[src/hdl/dmes_pkg.sv]
// ----------------------------------------------------------------------------
// dmes_pkg
// shared types, codes and constants of the delayed midi event scheduler
// ----------------------------------------------------------------------------
package dmes_pkg;

   // default number of event slots
   localparam int SLOTS_DEFAULT = 32;

   // depth of the command queue between front and back
   localparam int QDEPTH = 2;

   // stream widths
   localparam int REQ_TDATA_W = 96;
   localparam int REQ_TUSER_W = 2;
   localparam int RSP_TDATA_W = 24;
   localparam int RSP_TUSER_W = 2;

   // midi constants
   localparam logic [7:0] MAX_CHANNEL   = 8'd16;
   localparam logic [7:0] ALL_NOTES_OFF = 8'd123;

   // request function codes
   localparam logic [1:0] FUNC_SCHED = 2'd0;
   localparam logic [1:0] FUNC_TICK  = 2'd1;
   localparam logic [1:0] FUNC_CLEAR = 2'd2;

   // event kinds
   localparam logic [1:0] EV_NOTE_ON  = 2'd0;
   localparam logic [1:0] EV_NOTE_OFF = 2'd1;
   localparam logic [1:0] EV_CTRL     = 2'd2;
   localparam logic [1:0] EV_STOP_ALL = 2'd3;

   // result kinds
   localparam logic [1:0] RK_ACK      = 2'd0;
   localparam logic [1:0] RK_NOTE_ON  = 2'd1;
   localparam logic [1:0] RK_NOTE_OFF = 2'd2;
   localparam logic [1:0] RK_CTRL     = 2'd3;

   // acknowledge status
   localparam logic [1:0] ST_OK    = 2'd0;
   localparam logic [1:0] ST_FULL  = 2'd1;
   localparam logic [1:0] ST_BADCH = 2'd2;

   // classified operation carried from front to back
   typedef enum logic [1:0] {
      OP_SCHED,
      OP_BADCH,
      OP_TICK,
      OP_CLEAR
   } op_type;

   // back sequencer states
   typedef enum logic [2:0] {
      S_IDLE,
      S_FIND,
      S_ACK,
      S_SCAN,
      S_EVAL,
      S_FLUSH
   } state_type;

   // queued command; stamp is the due time for a schedule, now for a tick
   typedef struct packed {
      op_type      op;
      logic [1:0]  kind;
      logic [4:0]  channel;
      logic [7:0]  first;
      logic [7:0]  second;
      logic [31:0] stamp;
   } cmd_type;

   // one stored slot
   typedef struct packed {
      logic [1:0]  kind;
      logic [4:0]  channel;
      logic [7:0]  first;
      logic [7:0]  second;
      logic [31:0] due;
   } slot_type;

   // one result item
   typedef struct packed {
      logic [1:0] kind;
      logic [1:0] status;
      logic [4:0] channel;
      logic [7:0] first;
      logic [7:0] second;
      logic       last;
   } rsp_type;

   // queue handshake between front and back
   typedef struct packed {
      logic    valid;
      cmd_type cmd;
   } qout_type;

endpackage

[src/hdl/dmes_ram.sv]
// ----------------------------------------------------------------------------
// dmes_ram
// generic simple dual port ram, one write and one registered read port
// ----------------------------------------------------------------------------
module dmes_ram #(
   parameter int WIDTH = 8,
   parameter int DEPTH = 32
) (
   input  logic                                  clock,
   input  logic                                  wr_en,
   input  logic [(DEPTH > 1 ? $clog2(DEPTH) : 1)-1:0] wr_addr,
   input  logic [WIDTH-1:0]                      wr_data,
   input  logic [(DEPTH > 1 ? $clog2(DEPTH) : 1)-1:0] rd_addr,
   output logic [WIDTH-1:0]                      rd_data
);

   logic [WIDTH-1:0] mem_ff [DEPTH];
   logic [WIDTH-1:0] rd_data_ff;

   always_ff @(posedge clock) begin
      if (wr_en) begin
         mem_ff[wr_addr] <= wr_data;
      end
      rd_data_ff <= mem_ff[rd_addr];
   end

   assign rd_data = rd_data_ff;

endmodule

[src/hdl/dmes_front.sv]
// ----------------------------------------------------------------------------
// dmes_front
// unpacks request transfers, checks the channel and computes due times
// ----------------------------------------------------------------------------
module dmes_front (
   input  logic                                 req_tvalid,
   output logic                                 req_tready,
   input  logic [dmes_pkg::REQ_TDATA_W-1:0]     req_tdata,
   input  logic [dmes_pkg::REQ_TUSER_W-1:0]     req_tuser,
   input  logic                                 q_full,
   output logic                                 q_push,
   output dmes_pkg::cmd_type                    q_cmd
);
   import dmes_pkg::*;

   logic [1:0]  kind;
   logic [7:0]  channel;
   logic [7:0]  first;
   logic [7:0]  second;
   logic [31:0] delay;
   logic [31:0] now;
   logic        bad_ch;
   logic        take;

   assign kind    = req_tdata[1:0];
   assign channel = req_tdata[9:2];
   assign first   = req_tdata[17:10];
   assign second  = req_tdata[25:18];
   assign delay   = req_tdata[57:26];
   assign now     = req_tdata[89:58];

   assign req_tready = !q_full;
   assign take       = req_tvalid && !q_full;
   assign bad_ch     = (channel == 8'd0) || (channel > MAX_CHANNEL);

   always_comb begin
      q_push         = 1'b0;
      q_cmd.op       = OP_TICK;
      q_cmd.kind     = kind;
      q_cmd.channel  = channel[4:0];
      q_cmd.first    = first;
      q_cmd.second   = second;
      q_cmd.stamp    = now;
      unique case (req_tuser)
         FUNC_SCHED: begin
            q_push      = take;
            q_cmd.op    = bad_ch ? OP_BADCH : OP_SCHED;
            q_cmd.stamp = now + delay;
         end
         FUNC_TICK: begin
            q_push   = take;
            q_cmd.op = OP_TICK;
         end
         FUNC_CLEAR: begin
            q_push   = take;
            q_cmd.op = OP_CLEAR;
         end
         default: begin
            // unused function, accepted and dropped
            q_push = 1'b0;
         end
      endcase
   end

endmodule

[src/hdl/dmes_queue.sv]
// ----------------------------------------------------------------------------
// dmes_queue
// short command queue that decouples the front from the back
// ----------------------------------------------------------------------------
module dmes_queue (
   input  logic               clock,
   input  logic               reset,
   input  logic               push,
   input  dmes_pkg::cmd_type  push_cmd,
   output logic               full,
   input  logic               pop,
   output dmes_pkg::qout_type head
);
   import dmes_pkg::*;

   localparam int PTR_W = (QDEPTH > 1) ? $clog2(QDEPTH) : 1;
   localparam int CNT_W = $clog2(QDEPTH + 1);

   cmd_type          entry_ff [QDEPTH];
   logic [PTR_W-1:0] wr_ptr_ff, wr_ptr_in;
   logic [PTR_W-1:0] rd_ptr_ff, rd_ptr_in;
   logic [CNT_W-1:0] count_ff, count_in;
   logic             do_push;
   logic             do_pop;

   assign full    = (count_ff == CNT_W'(QDEPTH));
   assign do_push = push && !full;
   assign do_pop  = pop && (count_ff != '0);

   always_comb begin
      wr_ptr_in = wr_ptr_ff;
      rd_ptr_in = rd_ptr_ff;
      count_in  = count_ff;
      if (do_push) begin
         wr_ptr_in = (wr_ptr_ff == PTR_W'(QDEPTH - 1)) ? '0 : wr_ptr_ff + 1'b1;
      end
      if (do_pop) begin
         rd_ptr_in = (rd_ptr_ff == PTR_W'(QDEPTH - 1)) ? '0 : rd_ptr_ff + 1'b1;
      end
      if (do_push && !do_pop) begin
         count_in = count_ff + 1'b1;
      end else if (do_pop && !do_push) begin
         count_in = count_ff - 1'b1;
      end
   end

   always_ff @(posedge clock) begin
      if (reset) begin
         wr_ptr_ff <= '0;
         rd_ptr_ff <= '0;
         count_ff  <= '0;
      end else begin
         wr_ptr_ff <= wr_ptr_in;
         rd_ptr_ff <= rd_ptr_in;
         count_ff  <= count_in;
      end
   end

   always_ff @(posedge clock) begin
      if (do_push) begin
         entry_ff[wr_ptr_ff] <= push_cmd;
      end
   end

   assign head.valid = (count_ff != '0);
   assign head.cmd   = entry_ff[rd_ptr_ff];

endmodule

[src/hdl/dmes_back.sv]
// ----------------------------------------------------------------------------
// dmes_back
// slot table sequencer: stores events, scans for due slots, drives results
// ----------------------------------------------------------------------------
module dmes_back #(
   parameter int SLOTS = dmes_pkg::SLOTS_DEFAULT
) (
   input  logic               clock,
   input  logic               reset,
   input  dmes_pkg::qout_type head,
   output logic               pop,
   output logic               rsp_valid,
   input  logic               rsp_ready,
   output dmes_pkg::rsp_type  rsp
);
   import dmes_pkg::*;

   localparam int IDX_W = (SLOTS > 1) ? $clog2(SLOTS) : 1;

   state_type        state_ff, state_in;
   logic [IDX_W-1:0] idx_ff, idx_in;
   logic [SLOTS-1:0] active_ff, active_in;
   cmd_type          cmd_ff, cmd_in;
   rsp_type          pend_ff, pend_in;
   logic             have_pend_ff, have_pend_in;
   logic [1:0]       ack_ff, ack_in;
   logic             rsp_valid_ff;
   rsp_type          rsp_ff;

   logic             load;
   rsp_type          load_data;
   logic             out_free;
   logic             idx_last;
   logic             wr_en;
   slot_type         wr_slot;
   logic [$bits(slot_type)-1:0] rd_word;
   slot_type         rd_slot;
   rsp_type          msg;
   logic             due_hit;

   dmes_ram #(
      .WIDTH ($bits(slot_type)),
      .DEPTH (SLOTS)
   ) u_slots (
      .clock   (clock),
      .wr_en   (wr_en),
      .wr_addr (idx_ff),
      .wr_data (wr_slot),
      .rd_addr (idx_ff),
      .rd_data (rd_word)
   );

   assign rd_slot  = slot_type'(rd_word);
   assign out_free = !rsp_valid_ff || rsp_ready;
   assign idx_last = (idx_ff == IDX_W'(SLOTS - 1));
   assign due_hit  = (rd_slot.due <= cmd_ff.stamp);

   always_comb begin
      wr_slot.kind    = cmd_ff.kind;
      wr_slot.channel = cmd_ff.channel;
      wr_slot.first   = cmd_ff.first;
      wr_slot.second  = cmd_ff.second;
      wr_slot.due     = cmd_ff.stamp;
   end

   // message for the slot being read
   always_comb begin
      msg.status  = ST_OK;
      msg.channel = rd_slot.channel;
      msg.first   = rd_slot.first;
      msg.second  = rd_slot.second;
      msg.last    = 1'b0;
      unique case (rd_slot.kind)
         EV_NOTE_ON: begin
            msg.kind = RK_NOTE_ON;
         end
         EV_NOTE_OFF: begin
            msg.kind   = RK_NOTE_OFF;
            msg.second = 8'd0;
         end
         EV_CTRL: begin
            msg.kind = RK_CTRL;
         end
         default: begin
            msg.kind   = RK_CTRL;
            msg.first  = ALL_NOTES_OFF;
            msg.second = 8'd0;
         end
      endcase
   end

   always_comb begin
      state_in     = state_ff;
      idx_in       = idx_ff;
      active_in    = active_ff;
      cmd_in       = cmd_ff;
      pend_in      = pend_ff;
      have_pend_in = have_pend_ff;
      ack_in       = ack_ff;
      pop          = 1'b0;
      load         = 1'b0;
      load_data    = pend_ff;
      wr_en        = 1'b0;
      unique case (state_ff)
         S_IDLE: begin
            if (head.valid) begin
               pop          = 1'b1;
               cmd_in       = head.cmd;
               idx_in       = '0;
               have_pend_in = 1'b0;
               unique case (head.cmd.op)
                  OP_SCHED: begin
                     state_in = S_FIND;
                  end
                  OP_BADCH: begin
                     ack_in   = ST_BADCH;
                     state_in = S_ACK;
                  end
                  OP_TICK: begin
                     state_in = S_SCAN;
                  end
                  default: begin
                     active_in = '0;
                     ack_in    = ST_OK;
                     state_in  = S_ACK;
                  end
               endcase
            end
         end
         S_FIND: begin
            if (!active_ff[idx_ff]) begin
               wr_en             = 1'b1;
               active_in[idx_ff] = 1'b1;
               ack_in            = ST_OK;
               state_in          = S_ACK;
            end else if (idx_last) begin
               ack_in   = ST_FULL;
               state_in = S_ACK;
            end else begin
               idx_in = idx_ff + 1'b1;
            end
         end
         S_ACK: begin
            if (out_free) begin
               load             = 1'b1;
               load_data.kind    = RK_ACK;
               load_data.status  = ack_ff;
               load_data.channel = '0;
               load_data.first   = '0;
               load_data.second  = '0;
               load_data.last    = 1'b1;
               state_in          = S_IDLE;
            end
         end
         S_SCAN: begin
            if (active_ff[idx_ff]) begin
               state_in = S_EVAL;
            end else if (idx_last) begin
               state_in = S_FLUSH;
            end else begin
               idx_in = idx_ff + 1'b1;
            end
         end
         S_EVAL: begin
            // a due slot pushes out the message held from the previous hit
            if (!(due_hit && have_pend_ff && !out_free)) begin
               if (due_hit) begin
                  load              = have_pend_ff;
                  pend_in           = msg;
                  have_pend_in      = 1'b1;
                  active_in[idx_ff] = 1'b0;
               end
               if (idx_last) begin
                  state_in = S_FLUSH;
               end else begin
                  idx_in   = idx_ff + 1'b1;
                  state_in = S_SCAN;
               end
            end
         end
         S_FLUSH: begin
            if (!have_pend_ff) begin
               state_in = S_IDLE;
            end else if (out_free) begin
               load           = 1'b1;
               load_data.last = 1'b1;
               have_pend_in   = 1'b0;
               state_in       = S_IDLE;
            end
         end
         default: begin
            state_in = S_IDLE;
         end
      endcase
   end

   always_ff @(posedge clock) begin
      if (reset) begin
         state_ff     <= S_IDLE;
         active_ff    <= '0;
         have_pend_ff <= 1'b0;
         rsp_valid_ff <= 1'b0;
      end else begin
         state_ff     <= state_in;
         active_ff    <= active_in;
         have_pend_ff <= have_pend_in;
         if (load) begin
            rsp_valid_ff <= 1'b1;
         end else if (rsp_ready) begin
            rsp_valid_ff <= 1'b0;
         end
      end
   end

   always_ff @(posedge clock) begin
      idx_ff  <= idx_in;
      cmd_ff  <= cmd_in;
      pend_ff <= pend_in;
      ack_ff  <= ack_in;
      if (load) begin
         rsp_ff <= load_data;
      end
   end

   assign rsp_valid = rsp_valid_ff;
   assign rsp       = rsp_ff;

   // clear frees every slot
   a_clear_frees: assert property (@(posedge clock) disable iff (reset)
      (state_ff == S_IDLE && head.valid && head.cmd.op == OP_CLEAR) |=> active_ff == '0)
      else $error("clear left an active slot");

   // a found free slot becomes active
   a_find_marks: assert property (@(posedge clock) disable iff (reset)
      (state_ff == S_FIND && !active_ff[idx_ff]) |=> active_ff[$past(idx_ff)])
      else $error("scheduled slot not marked active");

   // a dispatched slot is freed
   a_eval_frees: assert property (@(posedge clock) disable iff (reset)
      (state_ff == S_EVAL && due_hit && !(have_pend_ff && !out_free))
      |=> !active_ff[$past(idx_ff)])
      else $error("dispatched slot still active");

   // a held message is never dropped at the end of a tick
   a_flush_holds: assert property (@(posedge clock) disable iff (reset)
      (state_ff == S_FLUSH && have_pend_ff && !out_free) |=> state_ff == S_FLUSH)
      else $error("pending message dropped");

endmodule

[src/hdl/delayed_midi_event_scheduler_core.sv]
// ----------------------------------------------------------------------------
// delayed_midi_event_scheduler_core
// holds delayed midi events in a slot table and dispatches them on ticks
// ----------------------------------------------------------------------------
// order: a clear or bad-channel acknowledge passes the queue, S_IDLE and S_ACK;
//   a schedule acknowledge also passes S_FIND up to the lowest free slot
// throughput: one command at a time in the back sequencer, which walks the slot
//   table one inactive slot per cycle through a single ram read port; an active
//   slot also passes S_EVAL, which can hold while the result register is busy
// reset: synchronous, clears the queue, all slot active bits and the output
// ----------------------------------------------------------------------------
module delayed_midi_event_scheduler_core #(
   parameter int SLOTS = dmes_pkg::SLOTS_DEFAULT
) (
   input  logic                             clock,
   input  logic                             reset,
   // request stream
   input  logic                             req_tvalid,
   output logic                             req_tready,
   // event_kind[1:0], channel[9:2], first_data[17:10], second_data[25:18],
   // delay[57:26], now[89:58], zero fill above
   input  logic [dmes_pkg::REQ_TDATA_W-1:0] req_tdata,
   // func[1:0]
   input  logic [dmes_pkg::REQ_TUSER_W-1:0] req_tuser,
   // result stream
   output logic                             rsp_tvalid,
   input  logic                             rsp_tready,
   // status[1:0], out_channel[6:2], out_first[14:7], out_second[22:15],
   // zero fill above
   output logic [dmes_pkg::RSP_TDATA_W-1:0] rsp_tdata,
   // result_kind[1:0]
   output logic [dmes_pkg::RSP_TUSER_W-1:0] rsp_tuser,
   output logic                             rsp_tlast
);
   import dmes_pkg::*;

   // front to queue
   logic     q_push;
   cmd_type  q_cmd;
   logic     q_full;
   // queue to back
   qout_type q_head;
   logic     q_pop;
   // back output register
   rsp_type  rsp;

   // front: classify the request and compute the due time
   dmes_front u_front (
      .req_tvalid (req_tvalid),
      .req_tready (req_tready),
      .req_tdata  (req_tdata),
      .req_tuser  (req_tuser),
      .q_full     (q_full),
      .q_push     (q_push),
      .q_cmd      (q_cmd)
   );

   // short queue so the front keeps taking transfers while the back scans
   dmes_queue u_queue (
      .clock    (clock),
      .reset    (reset),
      .push     (q_push),
      .push_cmd (q_cmd),
      .full     (q_full),
      .pop      (q_pop),
      .head     (q_head)
   );

   // back: slot table, scan sequencer and result register
   dmes_back #(
      .SLOTS (SLOTS)
   ) u_back (
      .clock     (clock),
      .reset     (reset),
      .head      (q_head),
      .pop       (q_pop),
      .rsp_valid (rsp_tvalid),
      .rsp_ready (rsp_tready),
      .rsp       (rsp)
   );

   // pack the result fields onto the stream
   assign rsp_tdata = {1'b0, rsp.second, rsp.first, rsp.channel, rsp.status};
   assign rsp_tuser = rsp.kind;
   assign rsp_tlast = rsp.last;

endmodule
[config.mk]
export PLATFORM = sky130hd
export DESIGN_NAME = delayed_midi_event_scheduler_core
export DESIGN_NICKNAME = d
export VERILOG_FILES = /design/src/hdl/dmes_pkg.sv /design/src/hdl/dmes_ram.sv /design/src/hdl/dmes_front.sv /design/src/hdl/dmes_queue.sv /design/src/hdl/dmes_back.sv /design/src/hdl/delayed_midi_event_scheduler_core.sv
export SDC_FILE = /design/constraint.sdc
export NUM_CORES = 2
export LEC_CHECK = 0
export BUFFER_PORTS_ARGS = -buffer_cell sky130_fd_sc_hd__buf_2
export CORE_UTILIZATION = 63
export CTS_CLUSTER_DIAMETER = 30
export DETAILED_ROUTE_END_ITERATION = 16
export GPL_TIMING_DRIVEN = 0
export HOLD_SLACK_MARGIN = 0.15
export PLACE_DENSITY = 0.8
export SKIP_CTS_REPAIR_TIMING = 1
export SLEW_MARGIN = 20
export SYNTH_ARGS = -nofsm -noshare
export SYNTH_HDL_FRONTEND = slang
export SYNTH_HIERARCHICAL = 1
export SYNTH_SLANG_ARGS = --single-unit
[constraint.sdc]
create_clock -name clock -period 6.9 [get_ports clock]
set_input_delay 0.69 -clock clock [delete_from_list [all_inputs] [get_ports clock]]
set_output_delay 0.69 -clock clock [all_outputs]
set_load 0.05 [all_outputs]
; Word-level counts from Yosys, hierarchy flattened
; Memories as Yosys holds them, arrays and structs flattened. A register that Yosys moved wholly into a read port is not among the register bits.
; Index checks and enable logic that the tools add are counted.
[classes]
add_sub_neg = 6
order_cmp = 4
n_eq_ne = 23
mux = 67
bitwise_logic = 4
n_reduce_logical = 40
[op_table]
columns = op, count
row1 = 32-bit 2-to-1 mux, 6
row2 = 32-bit one-hot mux with 3 select lines, 1
row3 = 32-bit adder, 1
row4 = 32-bit bitwise AND, 1
row5 = 32-bit <= comparator, 1
row6 = 32-bit NOT, 1
row7 = 32-bit OR, 1
row8 = 1-bit 2-to-1 mux, 27
row9 = 3-bit 2-to-1 mux, 9
row10 = 26-bit 2-to-1 mux, 1
row11 = 25-bit 2-to-1 mux, 1
row12 = 5-bit 2-to-1 mux, 5
row13 = 2-bit one-hot mux with 2 select lines, 5
row14 = 5-bit one-hot mux with 4 select lines, 1
row15 = 3-bit one-hot mux with 6 select lines, 1
row16 = "2-bit != test, second input constant", 6
row17 = 4-bit AND reduction, 3
row18 = 2-bit 2-to-1 mux, 5
row19 = 3-bit OR reduction, 3
row20 = "2-bit == test, second input constant", 4
row21 = "8-bit by 5-bit > comparator with 1-bit output, second input constant", 1
row22 = 1-bit logical AND, 8
row23 = 8-bit zero test, 1
row24 = 2-bit nonzero test, 4
row25 = other kinds (30), 47
[totals]
ff_bits = 152
mem_bits_rw = 1874
memories = 2
[memory_table]
columns = memory, words, width, read_ports, rd_ports_with_merged_regs, wr, line_no
row1 = u_back.u_slots.mem_ff, 32, 55, 1, 1, 1, dmes_ram.sv:17  ; logic [WIDTH-1:0] mem_ff [DEPTH];
row2 = u_queue.entry_ff, 2, 57, 1, 1, 1, dmes_queue.sv:19  ; cmd_type entry_ff [QDEPTH];

; Logic depth before layout (Yosys ltp)
[depth]
depth_word = 9
depth_mapped = 11
ltp_nobuf = 10

; By module
; Netlist, hierarchy kept.
[by_module_without_submodules]
columns = module, n_inst, cells_per_inst, area_per_inst_um2
row1 = dmes_ram, 1, 3847, 69527.9
row2 = dmes_back, 1, 634, 7068.0
row3 = dmes_queue, 1, 202, 4336.7
row4 = dmes_front, 1, 364, 2337.2
row5 = delayed_midi_event_scheduler_core, 1, 2, 11.3

; Worst setup path after synthesis
; No wires, ideal clock.
[synth_timing]
kind = register to register
startpoint = reg u_back.idx_ff[2]
endpoint = mem u_back/u_slots/mem_ff[20][0] (netlist name) (enable)
arrival_time_ns = 5.290
required_time_ns = 6.432
slack_ns = 1.142
path_stages_with_launch = 12
path_cell_list = edfxtp_1 clkbuf_1 and3b_1 clkbuf_1 a22o_1 a2111oi_2 o211ai_1 nor2_1 buf_2 or3b_2 clkbuf_1 nor2_1
[synth_via]
elab_chain_cells = 6
[synth_lines]
columns = element, line_no
row1 = from (decl), dmes_back.sv:21  ; logic [IDX_W-1:0] idx_ff, idx_in;
row2 = from (signal assigned), dmes_back.sv:216  ; idx_ff <= idx_in;
row3 = 1-bit binary-select mux with 5-bit select, dmes_back.sv:131  ; if (!active_ff[idx_ff]) begin
row4 = 1-bit 2-to-1 mux (not written as such), dmes_back.sv:131
row5 = 1-bit 2-to-1 mux, dmes_back.sv:131
row6 = 1-bit 2-to-1 mux, dmes_back.sv:104  ; unique case (state_ff)
row7 = net u_back.wr_en, dmes_back.sv:34  ; logic wr_en;
row8 = 1-bit 2-to-1 mux, dmes_ram.sv:21  ; if (wr_en) begin
row9 = 1-bit 2-to-1 mux (not written as such), dmes_ram.sv:22  ; mem_ff[wr_addr] <= wr_data;
row10 = to (decl), dmes_ram.sv:17
; The timed path passes the listed nets, and every way through them passes these cells. The select of a mux whose other input is x is not followed.

; Final worst setup path
[layout_timing]
startpoint = reg u_back.idx_ff[2]
endpoint = mem u_back/u_slots/mem_ff[16][2] (netlist name) (enable)
; The elaborated chain is that of the path after synthesis.

==> results.txt <==
Status = complete, no violations
Reg2Reg Depth = 13
Period Utilization, post-route = 91.71%
Slack of the critical path = 572.3 ps
Final Hold Violating Endpoints = 0
Slew margin rel. = 22.08%
Synth Register Bits = 2,082
Skew final = 60.03 ps
Setup crit end kind = flop
Multi-input logic area = 19,900 sq um
Largest net degree at the start of global routing = 38
I/O pin cnt = 131
Die Ht = 365.6 um
Gpl congestion = 0.8846
# DRC = 0
Post-place setup slack = 936.1 ps
Critical Path RT = 7480 ps
Net count, final = 5,837
PortBufs = 105
Final core occ = 77.26%
Core area = 131,300 sq um
Hold depth = 3
RSZ-0062 raised after global routing = false
Initial Util = 63.43%
CP Class = reg2reg
Row count = 133
Routed len/inst = 30.35 um
Power Total = 46.91 mW
Layout cells sized above 1 = 19.43%
Overflow after GRT = 0
Cts bufs inserted = 362
CTS Buffer Depth = 4
Async S/R FF share, synth = 0%
Fin Hold WS = 134.7 ps
DR pass1 iterations = 8
Fin crit period = 6328 ps
CTS tree = done
CP max FO = 21
Maximum clock rate = 0.1580 GHz
Final non-filler cell total = 7,714
DR vias/cell = 6.679
Root buf cell = clkbuf_16
# H-tree levels = 5
Hpwl dp = 136,100 um
Worst-Skew Late Latency = 930 ps
Synthesized instance count = 5,049
Post-layout instance area = 101,400 sq um
Routed Wire Length = 234,200 um
Final setup TNS = 0 ps
Critical path arrival = 6910 ps
Mean post-synth cell area = 16.49 sq um
Sequential standard cell area = 61,550 sq um
Post-synth EDFFs = 1,985
Vias in the first global route = 52,020
Worst VDD drop = 310.5 uV
Hold crit path type = in2reg
Worst hold start = req_tdata[58]
Mapped Area = 83,280 sq um
Die Area = 133,600 sq um
Vias = 51,530
Fillcell total = 6,568
Post-Syn Nets = 5,220
Primary FF master, synth = edfxtp_1
Power per standard cell area = 462.4 nW/um^2
Pleak = 35.84 nW
Slew Viols, Final = 0
Startpoint types = flop
Post-synthesis sequential area ratio = 73.91%
Placed instance count = 7,002
Worst slew pin tran = 1169 ps
Worst r2r src = u_back/idx_ff[2]
Synth warn = 6
Initial antenna violation count = 11
Number of routed nets with antenna violations = 0
Layout area overhead = 21.81%
CTS sink cnt = 2,082
Max capacitance violation total = 0
Total GRT Usage = 34.40%
Initial drt markers = 7,394
Final Setup Violations = 0
Post-synth cell types = 81
Die span in x = 365.6 um
First-pass GRT wire length = 331,400 um
Placed Area = 88,330 sq um
Clock Pin Slew Worst Setup and Hold Paths = 50 ps
Critical path startpoint = u_back/idx_ff[2]
[critical path, stage by stage, from the launching register on]
cell       delay [ps]
edfxtp_1          680
clkbuf_1          340
and3b_1           250
clkbuf_1          260
a22o_1            300
a2111oi_2         440
o211ai_1          430
nor2_1            530
buf_2             420
or3b_2            480
clkbuf_1          440
nor2_4            910
buf_12            290
buf_16            190
[cell families (layout without fill, tap and decap cells)]
group	count (synthesis)	in the layout	synth area share, %
flops	2082	2082	73.91
xor+xnor	28	28	0.2945
mux	949	949	11.54
fa+ha+maj	69	69	1.046
compound gates	783	783	6.369
simple gates	766	766	4.270
buf+inv	371	1278	2.569
other cells	1	4	0.004503
[cell usage in the layout, fill, tap and decap left out, types with 41 or more instances in the layout]
cell type	count
a21oi_1	232
a22o_1	113
a22oi_1	166
a31oi_1	80
buf_12	59
buf_2	172
buf_4	71
buf_6	41
bufinv_16	45
clkbuf_1	131
clkbuf_16	369
clkinv_2	50
clkinvlp_4	42
dfxtp_1	97
edfxtp_1	1985
ha_1	68
inv_1	67
inv_6	41
mux2_2	59
mux2i_1	885
nand2_1	305
nand3_1	183
nor2_1	55
nor3_1	63
o21ai_0	50
[flip-flops by register name, summed over array words and instances (netlist names), named ones only]
name                    cells
u_back/ack_ff               2
u_queue/wr_ptr_ff           1
u_queue/rd_ptr_ff           1
u_back/state_ff             3
u_queue/entry_ff          114
u_back/u_slots/rd_data     55
u_back/rsp_valid            1
u_back/active_ff           32
u_queue/count_ff            2
u_back/pend_ff             23
u_back/cmd_ff              55
u_back/u_slots/mem_ff    1760
u_back/idx_ff               5
u_back/rsp                 26
u_back/have_pend_ff         1
[metal layers]
metal,global-route usage (%),up-vias,part of all wire [%]
li1,-,21110,-
met1,42.96,25550,34
met2,55.69,4033,48
met3,8.327,822,12
met4,18.84,14,5.9
met5,0,-,0.038
[cell type report]
cell class,count,share of cell area [%]
flip-flops and latches,2082,60.67
multi-input cells,2596,19.62
clock buffers,415,9.421
repair buffers,253,3.235
clock inverters,239,2.768
well taps,1755,2.165
plain buffers,302,1.859
inverters,69,0.2578
diodes,3,0.007400
[synth_stat cells, drive strengths merged, types with 68 or more instances]
cell type	n	share of area, %
ha	68	1.0
clkbuf	108	0.51
mux2i	885	11
a22oi	166	1.5
nand2	306	1.4
buf	194	1.7
a22o	113	1.2
dfxtp	97	2.3
nand3	183	1.1
nor2	89	0.41
a31oi	81	0.61
inv	68	0.31
a21oi	232	1.4
edfxtp	1985	72
[final timing paths]
kind / end / slack (ps)
hold reg to reg: u_back/pend_ff[18] / 410
setup reg to reg: u_back/u_slots/mem_ff[16][2] / 570
setup / recovery: u_back/u_slots/mem_ff[16][2] / 570
hold / removal: u_queue/entry_ff[0][0] / 130
[where the power goes]
part           total, mW  internal [mW]  switching [mW]  leakage [nW]
combinational       12.1           4.03            8.05          11.2
sequential          16.8           15.8           0.999          18.7
clock               18.1           11.7            6.34          5.97
Note: power is estimated with default switching activity, not from simulation.
